**config.mk**
```make
export PLATFORM = sky130hd
export DESIGN_NAME = ring_cadence_generator_flat
export DESIGN_NICKNAME = d
export VERILOG_FILES = /design/src/rtl/rcg_pkg.sv /design/src/rtl/rcg_if.sv /design/src/rtl/rcg_step.sv /design/src/rtl/ring_cadence_generator.sv /design/src/flat_wrapper.sv
export SDC_FILE = /design/constraint.sdc
export NUM_CORES = 1
export LEC_CHECK = 0
export BUFFER_PORTS_ARGS = -buffer_cell sky130_fd_sc_hd__buf_2
export CORE_MARGIN = 2
export CORE_UTILIZATION = 61
export CTS_CLUSTER_DIAMETER = 40
export CTS_CLUSTER_SIZE = 16
export DETAILED_ROUTE_END_ITERATION = 7
export HOLD_SLACK_MARGIN = 0.08
export MAX_ROUTING_LAYER = met4
export PLACE_DENSITY = 0.87
export SYNTH_ARGS = -nofsm -noshare
export SYNTH_HDL_FRONTEND = slang
export SYNTH_SLANG_ARGS = --single-unit
export TNS_END_PERCENT = 30
```
**constraint.sdc**
```tcl
create_clock -name clk -period 5.22 [get_ports clk]
set_input_delay 0.261 -clock clk [delete_from_list [all_inputs] [get_ports clk]]
set_output_delay 0.261 -clock clk [all_outputs]
set_load 0.005 [all_outputs]
```
**src/rtl/rcg_pkg.sv**
```systemverilog
// Ring cadence generator package: action codes, register indexes,
// reset values and the ring state record. No dependencies.
package rcg_pkg;

  typedef enum logic [1:0] {
    ACT_TICK  = 2'd0,
    ACT_START = 2'd1,
    ACT_STOP  = 2'd2,
    ACT_NONE  = 2'd3
  } action_t;

  localparam int unsigned CFG_IDX_W = 3;
  localparam int unsigned CFG_DATA_W = 16;
  localparam int unsigned DUR_W = 16;
  localparam int unsigned PERIOD_W = 8;
  localparam int unsigned CAD_W = 17;
  localparam int unsigned HALF_W = 9;
  localparam int unsigned DUR_REGS = 4;

  typedef logic [CFG_IDX_W-1:0] cfg_idx_t;

  localparam cfg_idx_t REG_ON_FIRST = 3'd0;
  localparam cfg_idx_t REG_OFF_FIRST = 3'd1;
  localparam cfg_idx_t REG_ON_SECOND = 3'd2;
  localparam cfg_idx_t REG_OFF_SECOND = 3'd3;
  localparam cfg_idx_t REG_RING_PERIOD = 3'd4;

  localparam logic [DUR_W-1:0] ON_FIRST_RST = 16'd2000;
  localparam logic [DUR_W-1:0] OFF_FIRST_RST = 16'd4000;
  localparam logic [DUR_W-1:0] ON_SECOND_RST = 16'd0;
  localparam logic [DUR_W-1:0] OFF_SECOND_RST = 16'd0;
  localparam logic [PERIOD_W-1:0] RING_PERIOD_RST = 8'd50;

  localparam logic [CAD_W-1:0] CAD_MAX = '1;
  localparam logic [HALF_W-1:0] HALF_MAX = '1;

  typedef logic [DUR_W-1:0] dur_t;

  typedef struct packed {
    logic              ringing;
    logic              ring_mode;
    logic [CAD_W-1:0]  cad_elapsed;
    logic [HALF_W-1:0] half_elapsed;
    logic              toggle;
    logic              polarity;
    logic              lamp;
  } ring_state_t;

endpackage

```
**src/rtl/rcg_if.sv**
```systemverilog
// Handshake channels of the ring cadence generator: command items,
// status items and register writes. Depends on rcg_pkg.
interface rcg_cmd_if;
  logic             valid;
  logic             ready;
  rcg_pkg::action_t action;
  logic             off_hook;
  modport source (output valid, action, off_hook, input ready);
  modport sink (input valid, action, off_hook, output ready);
endinterface

interface rcg_status_if;
  logic       valid;
  logic       ready;
  logic       ring_mode_pin;
  logic       polarity_pin;
  logic       ringing;
  logic       indicator_on;
  logic [1:0] cadence_step;
  modport source (output valid, ring_mode_pin, polarity_pin, ringing, indicator_on,
                  cadence_step, input ready);
  modport sink (input valid, ring_mode_pin, polarity_pin, ringing, indicator_on,
                cadence_step, output ready);
endinterface

interface rcg_cfg_if;
  logic                                valid;
  logic                                ready;
  logic [rcg_pkg::CFG_IDX_W-1:0]       index;
  logic [rcg_pkg::CFG_DATA_W-1:0]      data;
  modport source (output valid, index, data, input ready);
  modport sink (input valid, index, data, output ready);
endinterface

```
**src/rtl/rcg_step.sv**
```systemverilog
// Next-state logic for one command item of the ring cadence generator.
// Depends on rcg_pkg.
module rcg_step #(
  parameter int unsigned STEPS = 4,
  parameter int unsigned STEP_W = 2
) (
  input  rcg_pkg::action_t                      action,
  input  logic                                  off_hook,
  input  rcg_pkg::ring_state_t                  st,
  input  logic [STEP_W-1:0]                     step,
  input  rcg_pkg::dur_t [rcg_pkg::DUR_REGS-1:0] dur,
  input  logic [rcg_pkg::PERIOD_W-1:0]          ring_period,
  output rcg_pkg::ring_state_t                  st_next,
  output logic [STEP_W-1:0]                     step_next
);
  import rcg_pkg::*;

  localparam logic [STEP_W-1:0] LAST_STEP = STEP_W'(STEPS - 1);

  logic [STEP_W+1:0]   step_ext;
  dur_t                cur_dur;
  logic [CAD_W-1:0]    cad_inc;
  logic [HALF_W-1:0]   half_inc;
  logic [HALF_W-1:0]   half_lim;

  always_comb begin
    step_ext = {2'b00, step};
    cur_dur = dur[step_ext[1:0]];
    cad_inc = (st.cad_elapsed != CAD_MAX) ? st.cad_elapsed + 1'b1 : st.cad_elapsed;
    half_inc = (st.half_elapsed != HALF_MAX) ? st.half_elapsed + 1'b1 : st.half_elapsed;
    half_lim = {2'b00, ring_period[PERIOD_W-1:1]};
    st_next = st;
    step_next = step;
    unique case (action)
      ACT_TICK: begin
        if (st.ringing) begin
          if (off_hook) begin
            st_next.ringing = 1'b0;
            st_next.ring_mode = 1'b0;
            st_next.polarity = 1'b0;
            st_next.lamp = 1'b0;
          end else begin
            st_next.cad_elapsed = cad_inc;
            st_next.half_elapsed = half_inc;
            if (cad_inc > {1'b0, cur_dur}) begin
              st_next.cad_elapsed = '0;
              step_next = (step == LAST_STEP) ? '0 : step + 1'b1;
            end
            if (!step_next[0]) begin
              if (half_inc > half_lim) begin
                st_next.half_elapsed = '0;
                st_next.toggle = ~st.toggle;
                st_next.polarity = ~st.toggle;
                st_next.lamp = ~st.toggle;
              end
            end else begin
              st_next.polarity = 1'b0;
              st_next.lamp = 1'b0;
            end
          end
        end
      end
      ACT_START: begin
        if (!off_hook) begin
          step_next = '0;
          st_next.cad_elapsed = '0;
          st_next.half_elapsed = '0;
          st_next.ringing = 1'b1;
          st_next.ring_mode = 1'b1;
        end
      end
      ACT_STOP: begin
        st_next.ringing = 1'b0;
        st_next.ring_mode = 1'b0;
        st_next.polarity = 1'b0;
        st_next.lamp = 1'b0;
      end
      ACT_NONE: begin
        st_next = st;
      end
      default: begin
        st_next = st;
      end
    endcase
  end

endmodule

```
**src/rtl/ring_cadence_generator.sv**
```systemverilog
// Ring cadence generator top level: register file, command input register and
// ring state / status register. Depends on rcg_pkg, rcg_if and rcg_step.
//
// Each command item (tick, start, stop or none) is taken into an input register and
// from there produces exactly one status item in the state register, showing the
// ring state after it. A new command is accepted every cycle as long as the status
// side keeps taking items; throughput is one item per clock while status is not
// stalled, and status valid is set by the state register behind the input register.
// Register writes are always accepted and must be made while no command is in
// flight. cadence_step shows the two low bits of the current cadence step.
module ring_cadence_generator #(
  parameter int unsigned CADENCE_STEPS = 4
) (
  input logic         clk,
  input logic         rst,
  rcg_cmd_if.sink     cmd,
  rcg_status_if.source status,
  rcg_cfg_if.sink     cfg
);
  import rcg_pkg::*;

  localparam int unsigned STEP_W = (CADENCE_STEPS > 2) ? $clog2(CADENCE_STEPS) : 1;

  dur_t [DUR_REGS-1:0]   dur;
  logic [PERIOD_W-1:0]   ring_period;

  logic                  in_valid;
  action_t               in_action;
  logic                  in_off_hook;

  logic                  out_valid;
  ring_state_t           st;
  ring_state_t           st_next;
  logic [STEP_W-1:0]     step;
  logic [STEP_W-1:0]     step_next;
  logic [STEP_W+1:0]     step_ext;
  logic                  advance;

  assign cfg.ready = 1'b1;

  always_ff @(posedge clk) begin
    if (rst) begin
      dur[0] <= ON_FIRST_RST;
      dur[1] <= OFF_FIRST_RST;
      dur[2] <= ON_SECOND_RST;
      dur[3] <= OFF_SECOND_RST;
      ring_period <= RING_PERIOD_RST;
    end else if (cfg.valid) begin
      unique case (cfg.index)
        REG_ON_FIRST:    dur[0] <= cfg.data;
        REG_OFF_FIRST:   dur[1] <= cfg.data;
        REG_ON_SECOND:   dur[2] <= cfg.data;
        REG_OFF_SECOND:  dur[3] <= cfg.data;
        REG_RING_PERIOD: ring_period <= cfg.data[PERIOD_W-1:0];
        default: begin
        end
      endcase
    end
  end

  assign advance = !out_valid || status.ready;
  assign cmd.ready = !in_valid || advance;

  always_ff @(posedge clk) begin
    if (rst) begin
      in_valid <= 1'b0;
    end else if (cmd.ready) begin
      in_valid <= cmd.valid;
    end
  end

  always_ff @(posedge clk) begin
    if (cmd.ready && cmd.valid) begin
      in_action <= cmd.action;
      in_off_hook <= cmd.off_hook;
    end
  end

  rcg_step #(
    .STEPS  (CADENCE_STEPS),
    .STEP_W (STEP_W)
  ) u_step (
    .action      (in_action),
    .off_hook    (in_off_hook),
    .st          (st),
    .step        (step),
    .dur         (dur),
    .ring_period (ring_period),
    .st_next     (st_next),
    .step_next   (step_next)
  );

  always_ff @(posedge clk) begin
    if (rst) begin
      out_valid <= 1'b0;
      st <= '0;
      step <= '0;
    end else if (advance) begin
      out_valid <= in_valid;
      if (in_valid) begin
        st <= st_next;
        step <= step_next;
      end
    end
  end

  assign step_ext = {2'b00, step};

  assign status.valid = out_valid;
  assign status.ring_mode_pin = st.ring_mode;
  assign status.polarity_pin = st.polarity;
  assign status.ringing = st.ringing;
  assign status.indicator_on = st.lamp;
  assign status.cadence_step = step_ext[1:0];

endmodule

```
**src/flat_wrapper.sv**
```systemverilog
// flat-port wrapper written by rule: the top's interface ports become plain ports
module ring_cadence_generator_flat import rcg_pkg::*;
#(
  parameter int unsigned CADENCE_STEPS = 4
)
  (clk, rst, cmd_valid, cmd_action, cmd_off_hook, cmd_ready, status_valid, status_ring_mode_pin, status_polarity_pin, status_ringing, status_indicator_on, status_cadence_step, status_ready, cfg_valid, cfg_index, cfg_data, cfg_ready);
  rcg_cmd_if cmd_i ();
  rcg_status_if status_i ();
  rcg_cfg_if cfg_i ();
  input logic clk;
  input logic rst;
  input wire logic [$bits(cmd_i.valid)-1:0] cmd_valid;
  input wire logic [$bits(cmd_i.action)-1:0] cmd_action;
  input wire logic [$bits(cmd_i.off_hook)-1:0] cmd_off_hook;
  output wire logic [$bits(cmd_i.ready)-1:0] cmd_ready;
  output wire logic [$bits(status_i.valid)-1:0] status_valid;
  output wire logic [$bits(status_i.ring_mode_pin)-1:0] status_ring_mode_pin;
  output wire logic [$bits(status_i.polarity_pin)-1:0] status_polarity_pin;
  output wire logic [$bits(status_i.ringing)-1:0] status_ringing;
  output wire logic [$bits(status_i.indicator_on)-1:0] status_indicator_on;
  output wire logic [$bits(status_i.cadence_step)-1:0] status_cadence_step;
  input wire logic [$bits(status_i.ready)-1:0] status_ready;
  input wire logic [$bits(cfg_i.valid)-1:0] cfg_valid;
  input wire logic [$bits(cfg_i.index)-1:0] cfg_index;
  input wire logic [$bits(cfg_i.data)-1:0] cfg_data;
  output wire logic [$bits(cfg_i.ready)-1:0] cfg_ready;
  assign cmd_i.valid = cmd_valid;
  assign cmd_i.action = cmd_action;
  assign cmd_i.off_hook = cmd_off_hook;
  assign cmd_ready = cmd_i.ready;
  assign status_valid = status_i.valid;
  assign status_ring_mode_pin = status_i.ring_mode_pin;
  assign status_polarity_pin = status_i.polarity_pin;
  assign status_ringing = status_i.ringing;
  assign status_indicator_on = status_i.indicator_on;
  assign status_cadence_step = status_i.cadence_step;
  assign status_i.ready = status_ready;
  assign cfg_i.valid = cfg_valid;
  assign cfg_i.index = cfg_index;
  assign cfg_i.data = cfg_data;
  assign cfg_ready = cfg_i.ready;
  ring_cadence_generator #(.CADENCE_STEPS(CADENCE_STEPS)) u_core (.clk(clk), .rst(rst), .cmd(cmd_i), .status(status_i), .cfg(cfg_i));
endmodule
```
# Yosys cells after proc, flatten, opt, wreduce, memory -nomap -nowiden
# Cells that the tools add are included.
# totals
regBits	110
input_bits	27
out_inout_bits	9
elab_cells	89
# op_classes
n_addsub	3
n_lt_le_gt_ge	3
n_eq_ne	16
mux	25
bitwise	4
n_reduce_logical	20
# ops
cell	count
case mux 26 bit (2 select lines)	1
2-to-1 mux 17 bit	2
binary-select mux 16 bit (select 2 bit)	1
2-to-1 mux 31 bit	1
2-to-1 mux 28 bit	1
2-to-1 mux 27 bit	1
2-to-1 mux 2 bit	11
adder 17 x 1 -> 17 bit, second input constant	1
greater-than comparator 17 x 16 -> 1 bit	1
!= test 17 bit, second input constant	1
2-to-1 mux 16 bit	1
AND reduction 7 bit	2
2-to-1 mux 12 bit	1
AND reduction 6 bit	2
2-to-1 mux 10 bit	1
AND reduction 2 bit	5
adder 9 x 1 -> 9 bit, second input constant	1
greater-than comparator 9 x 7 -> 1 bit	1
2-to-1 mux 9 bit	1
!= test 9 bit, second input constant	1
case mux 2 bit (2 select lines)	2
== test 2 bit, second input constant	3
== test 3 x 2 -> 1 bit, second input constant	2
!= test 2 bit, second input constant	3
other kinds (17)	24

# Depth between registers and ports, before layout
# depth
depth_word	11
mapped_depth	17

# By module
# Synthesis repeated with hierarchy kept, for this count alone.
# hier_totals
hier_cells	763
area_unflattened_um2	6476.2
# by_module_without_submodules
mod	instances	cells_each	area_per_inst_um2
ring_cadence_generator	1	467	4186.5
rcg_step	1	296	2289.7

# Worst setup path before layout
# No wires, ideal clock.
# synth_timing
path_type	reg2reg
from	reg u_core.st[12] (netlist name)
to	reg u_core.st[5] (netlist name)
setup_time_ns	0.117
arrival_time_ns	3.703
path_slack_ns	1.399
stages_incl_launch_ff	15
path_cell_list	dfxtp_1 ha_1 nand4_1 nor4_4 a211oi_1 and3_1 nor2b_1 or2_1 ha_1 and4_1 a2111oi_2 a211oi_2 o21a_1 or3_4 a32o_1
# synth_between
elab_chain_len	11
elab_cells_between_ends	12
classes_between	1 x add/sub; 1 x order compare; 1 x eq/ne; 9 x mux
# synth_lines
item	line	source
adder 17 x 1 -> 17 bit / != test 17 bit (equally long branches)	rcg_step.sv:29	cad_inc = (st.cad_elapsed != CAD_MAX) ? st.cad_elapsed + 1'b1 : st.cad_elapsed;
2-to-1 mux 17 bit *	rcg_step.sv:29	
greater-than comparator 17 x 16 -> 1 bit *	rcg_step.sv:45	if (cad_inc > {1'b0, cur_dur}) begin
2-to-1 mux 2 bit *	rcg_step.sv:45	
2-to-1 mux 2 bit *	rcg_step.sv:37	if (off_hook) begin
2-to-1 mux 2 bit *	rcg_step.sv:36	if (st.ringing) begin
2-to-1 mux 2 bit *	rcg_step.sv:34	unique case (action)
2-to-1 mux 10 bit *	rcg_step.sv:49	if (!step_next[0]) begin
2-to-1 mux 27 bit *	rcg_step.sv:37	
2-to-1 mux 31 bit *	rcg_step.sv:36	
case mux 26 bit (2 select lines) *	rcg_step.sv:34	
# Every way passes the cells marked *; elsewhere a longest branch is shown, timed or not. The select of a mux whose other input is x is not followed.
# A chain may end at the register's enable or synchronous reset.

# Final worst setup path
# layout_timing
from	reg u_core.st[12] (netlist name)
to	reg u_core.st[2] (netlist name)
# layout_between
elab_chain_len	9
elab_cells_between_ends	10
classes_between	1 x add/sub; 1 x order compare; 1 x eq/ne; 5 x mux; 1 x bitwise; 1 x reduce/logical
# layout_lines
item	line
adder 17 x 1 -> 17 bit / != test 17 bit (equally long branches)	rcg_step.sv:29
2-to-1 mux 17 bit *	rcg_step.sv:29
greater-than comparator 17 x 16 -> 1 bit *	rcg_step.sv:45
2-to-1 mux 2 bit *	rcg_step.sv:45
2-to-1 mux 2 bit *	rcg_step.sv:37
2-to-1 mux 2 bit *	rcg_step.sv:36
2-to-1 mux 2 bit *	rcg_step.sv:34
inverter 1 bit (no source line) *	-
AND reduction 7 bit (no source line) *	-
# Marks and branches as above.

==> results.md <==
Logic synthesis:
- For this run, asynchronously set or reset flops after synthesis account for 0.
- Of all cell types, the one taking the most synthesized area is sky130_fd_sc_hd__dfxtp_1.
- Yosys instantiated no cell more often than sky130_fd_sc_hd__nand2_1.
- The share of Yosys cell area claimed by the top area cell type is 0.373.
- The most frequently used flop master after synthesis is sky130_fd_sc_hd__dfxtp_1.
- The number of instances in the synthesized netlist is 671.
- The fraction of the yosys area taken by sequential cells is 0.389.
- The number of library cell types mapped by synthesis is 59.
- Counting flops with a built-in enable in the synthesized netlist gives 3.
- Counting instances in the post-synthesis netlist gives the leading cell types as sky130_fd_sc_hd__nand2_1, sky130_fd_sc_hd__dfxtp_1, sky130_fd_sc_hd__a21oi_1.
- The number of nets handed over by synthesis was 728.
- During synthesis, Yosys emitted a total of 0 warnings.
- In this run the cell area of the synthesized design comes to 5640 sq um.
- After synthesis, the mean cell area works out to 8.40 sq um.
- The post-synthesis register bit count is 108.
- After synthesis, the cell types taking the most area are sky130_fd_sc_hd__dfxtp_1, sky130_fd_sc_hd__nand2_1, sky130_fd_sc_hd__ha_1, sky130_fd_sc_hd__a21oi_1, sky130_fd_sc_hd__mux4_2.

Clock tree:
- Clock-pin slew was measured on the worst setup and hold paths at 110 ps.
- The TritonCTS clock tree is built.
- CTS built an H-tree with a depth of 3.
- The clock reaches the later pin of the worst-skew pair after 380 ps.
- The clock root buffer is sky130_fd_sc_hd__clkbuf_8.
- The number of sinks on the clock net is 108.
- Post-CTS timing repair inserted 0 buffers for setup.
- The number of buffers created by CTS is 9.
- The hold buffer count at CTS is 3.
- No sink is reached through more buffers than the 2 on the longest clock path.
- The number of gates resized after cts is 0.

Finish:
- The number of nets in the layout is 744.
- Measured on the finished design, the core utilization comes to 0.664.
- The synthesis-to-finish area growth is 7.35%.
- The count of inserted antenna diode cells is 0.
- The share of post-route cells with drive strength above 1 is 0.124.

Route:
- The number of antenna-violating nets in the routed design is 0.
- Across all layers, the routed design uses 4786 vias.
- The detailed-route vias per instance is 5.96.
- Wires add up to 12800 microns.
- The first routing iteration left 417 violations.
- The length of the first detailed-routing pass in iterations is 5.
- In the routed design, unresolved DRC markers number 0.
- In the final routed layout, each cell accounts on average for 15.9 microns.

Timing:
- The aggregate negative setup slack is 0 ps.
- Final hold analysis gives a worst-case slack of 105 ps.
- The number of slew-limit violations in the final report was 0.
- Setup repair after global routing left no endpoint under its margin.
- The worst pin sits at a relative slew slack of 0.264.
- Setup violations remaining at the end of the flow were counted as 0.
- The achievable frequency is 230 MHz.
- At the pin with the least slew margin, the transition time is 1090 ps.
- The routed design could run at a clock period as short as 4340 ps.
- The share of the cycle needed by the critical path after routing is 0.831.
- The clock skew is 16.6 ps.
- The hold violation count in the final report is 0.

Worst hold path:
- The startpoint identified for the worst hold timing path is cmd_valid.
- The capture endpoint of the worst hold path is u_core.in_valid.
- The worst hold-check path type is in -> reg.
- The worst hold path was traced through 3 stages.

Outcome:
- The flow ran to the end, and the final reports show no timing, DRC or antenna violations.

Global route:
- For this run the aggregate overflow at the end of global routing stands at 0.
- The first global-routing pass estimated 21400 microns of wire.
- The number of global-route vias before repair was 4665.
- For this run, the total global-route usage over all layers was measured as 0.271.
- Entering global routing, the biggest net connects 52 pins.
- The initial antenna violation count was 0.

Critical path:
- The critical path goes through ha_1, nand4_1, nor4_4, a211oi_1, and3_1, nor2b_1, or2_1, ha_1, and4_1, a2111oi_2, a211oi_2, o21a_1, nor4_1, mux2_1.
- The depth of the worst register-to-register path is 14.
- The largest single stage delay on the critical path is 640 ps.
- The number of buffers and inverters on the critical path is 0.
- The flop-to-flop setup slack is 880 ps.
- The worst setup path is captured at a flop.
- The critical-path maximum fanout is 8.
- At the worst endpoint, the arrival time is 4610 ps.
- The path type of the worst setup path is reg -> reg.
- The worst setup path is launched from a flop.
- The endpoint of the most critical register-to-register path is u_core.st[2].
- Among cell families on the critical path, the largest total delay comes from compound AO/OA/AOI/OAI gates.
- The startpoint of the most critical register-to-register path is u_core.st[12].
- The data required time of the critical path is 5490 ps.
- The most prevalent standard cell on the critical path is sky130_fd_sc_hd__ha_1.
- The slowest stage of the critical path is the sky130_fd_sc_hd__a211oi_1 cell.

Pwr:
- In this run the static leakage power is 0.00235 uW.
- The power density over the cells is 244 nW/um^2.
- The maximum resistive drop on vdd is 0.187 mV.

Floorplan:
- The initial utilization of the core area, before any placement, comes to 0.619.
- The floorplan step defined a die boundary enclosing 10000 sq um.
- The number of I/O pins is 36.
- The chip height is 100 microns.
- The number of placement rows is 35.
- The overall die width is 100 microns.
- The region available for standard cell placement spans 9110 sq um.

Placement:
- Detailed placement finished with a half-perimeter wire length of 8930 microns.
- The congestion estimate from routability-driven global placement came to 0.924.
- Input and output buffers added on the ports amount to 34.

Run:
- The tool flagged a number of max-cap violations equal to 0.
## cell type report
type	instances	area [sq um]
clock buffer	9	124
clock inverter	7	91.3
fill	752	3060
inverter	29	109
multi-input combinational	497	3160
sequential	108	2190
tap	111	139
timing repair buffer	42	238
## flip-flops by register name, summed over array words and instances (netlist names)
| register | count |
|---|---|
| u_core.dur | 64 |
| u_core.status.indicator_on | 1 |
| u_core.status.valid | 1 |
| u_core.st | 27 |
| u_core.in_valid | 1 |
| u_core.in_action | 2 |
| u_core.ring_period | 7 |
| u_core.status.ring_mode_pin | 1 |
| u_core.in_off_hook | 1 |
| u_core.status.ringing | 1 |
| u_core.status.cadence_step | 2 |
## worst reg2reg max path, cell delays in order (launching register included)
cell and delay [ps]:
sky130_fd_sc_hd__dfxtp_1 390, sky130_fd_sc_hd__ha_1 260, sky130_fd_sc_hd__nand4_1 140, sky130_fd_sc_hd__nor4_4 80
sky130_fd_sc_hd__a211oi_1 650, sky130_fd_sc_hd__and3_1 270, sky130_fd_sc_hd__nor2b_1 60, sky130_fd_sc_hd__or2_1 230
sky130_fd_sc_hd__ha_1 320, sky130_fd_sc_hd__and4_1 230, sky130_fd_sc_hd__a2111oi_2 370, sky130_fd_sc_hd__a211oi_2 220
sky130_fd_sc_hd__o21a_1 310, sky130_fd_sc_hd__nor4_1 370, sky130_fd_sc_hd__mux2_1 360
## worst max-delay path by stage
stage / from / end / slack (ps) / cells past startpoint
2_1_floorplan: u_core.st[12] / u_core.st[5] / 1400 / 14
3_3_place_gp: u_core.st[12] / u_core.st[7] / 1210 / 14
3_5_place_dp: u_core.st[12] / u_core.st[2] / 960 / 15
4_1_cts: u_core.st[12] / u_core.st[2] / 940 / 14
5_1_grt: u_core.st[12] / u_core.st[2] / 560 / 14
6_report: u_core.st[12] / u_core.st[2] / 880 / 14
## layer usage
metal / track usage / routed length, microns / part of all wire / vias up
met5: - / 0 / 0 / -
met4: 0.0695 / 104 / 0.0081 / 0
met3: 0.0536 / 661 / 0.052 / 11
met2: 0.459 / 6480 / 0.51 / 154
met1: 0.333 / 5540 / 0.43 / 2264
li1: - / - / - / 2357
## through the flow
stage	total power [uW]	instances	setup WS, ps	cell area [sq um]
after global routing	1530	803	559	6050
after CTS	1490	803	940	6050
after floorplan	933	671	1400	5640
final	1480	803	881	6050
after detailed placement	968	784	958	5810
after global placement	963	784	1210	5810
## where the power goes
group	switching (uW)	internal, uW
Clock	326	196
Combinational	62.8	36.7
Sequential	9.38	844
Total	399	1080
## cells by family after synthesis
kind of cell | share of synthesized area
xor+xnor | 0.0326
flops | 0.389
fa+ha+maj | 0.0666
other cells | 0.000665
mux | 0.0715
compound gates | 0.136
buf+inv | 0.0508
simple gates | 0.253
## layout by cell type, fill, tap and decap left out, types with 5 or more instances in the layout
master,Yosys,layout
sky130_fd_sc_hd__nand2b_1,5,5
sky130_fd_sc_hd__dfxtp_1,105,105
sky130_fd_sc_hd__xnor2_1,15,15
sky130_fd_sc_hd__a21oi_1,72,72
sky130_fd_sc_hd__mux4_2,16,16
sky130_fd_sc_hd__inv_1,29,29
sky130_fd_sc_hd__and2_1,5,5
sky130_fd_sc_hd__nand4_1,7,7
sky130_fd_sc_hd__a211oi_1,5,5
sky130_fd_sc_hd__buf_2,1,34
sky130_fd_sc_hd__nand3_1,19,19
sky130_fd_sc_hd__nor2b_1,6,6
sky130_fd_sc_hd__and3_1,8,8
sky130_fd_sc_hd__a32o_1,5,5
sky130_fd_sc_hd__nand2_1,172,172
sky130_fd_sc_hd__xor2_1,6,6
sky130_fd_sc_hd__buf_4,4,5
sky130_fd_sc_hd__clkbuf_8,0,9
sky130_fd_sc_hd__nor2_1,36,36
sky130_fd_sc_hd__nand3b_1,17,17
sky130_fd_sc_hd__nor3_1,7,7
sky130_fd_sc_hd__a22oi_1,10,10
sky130_fd_sc_hd__ha_1,30,30
(Power assumes the default switching activity.)
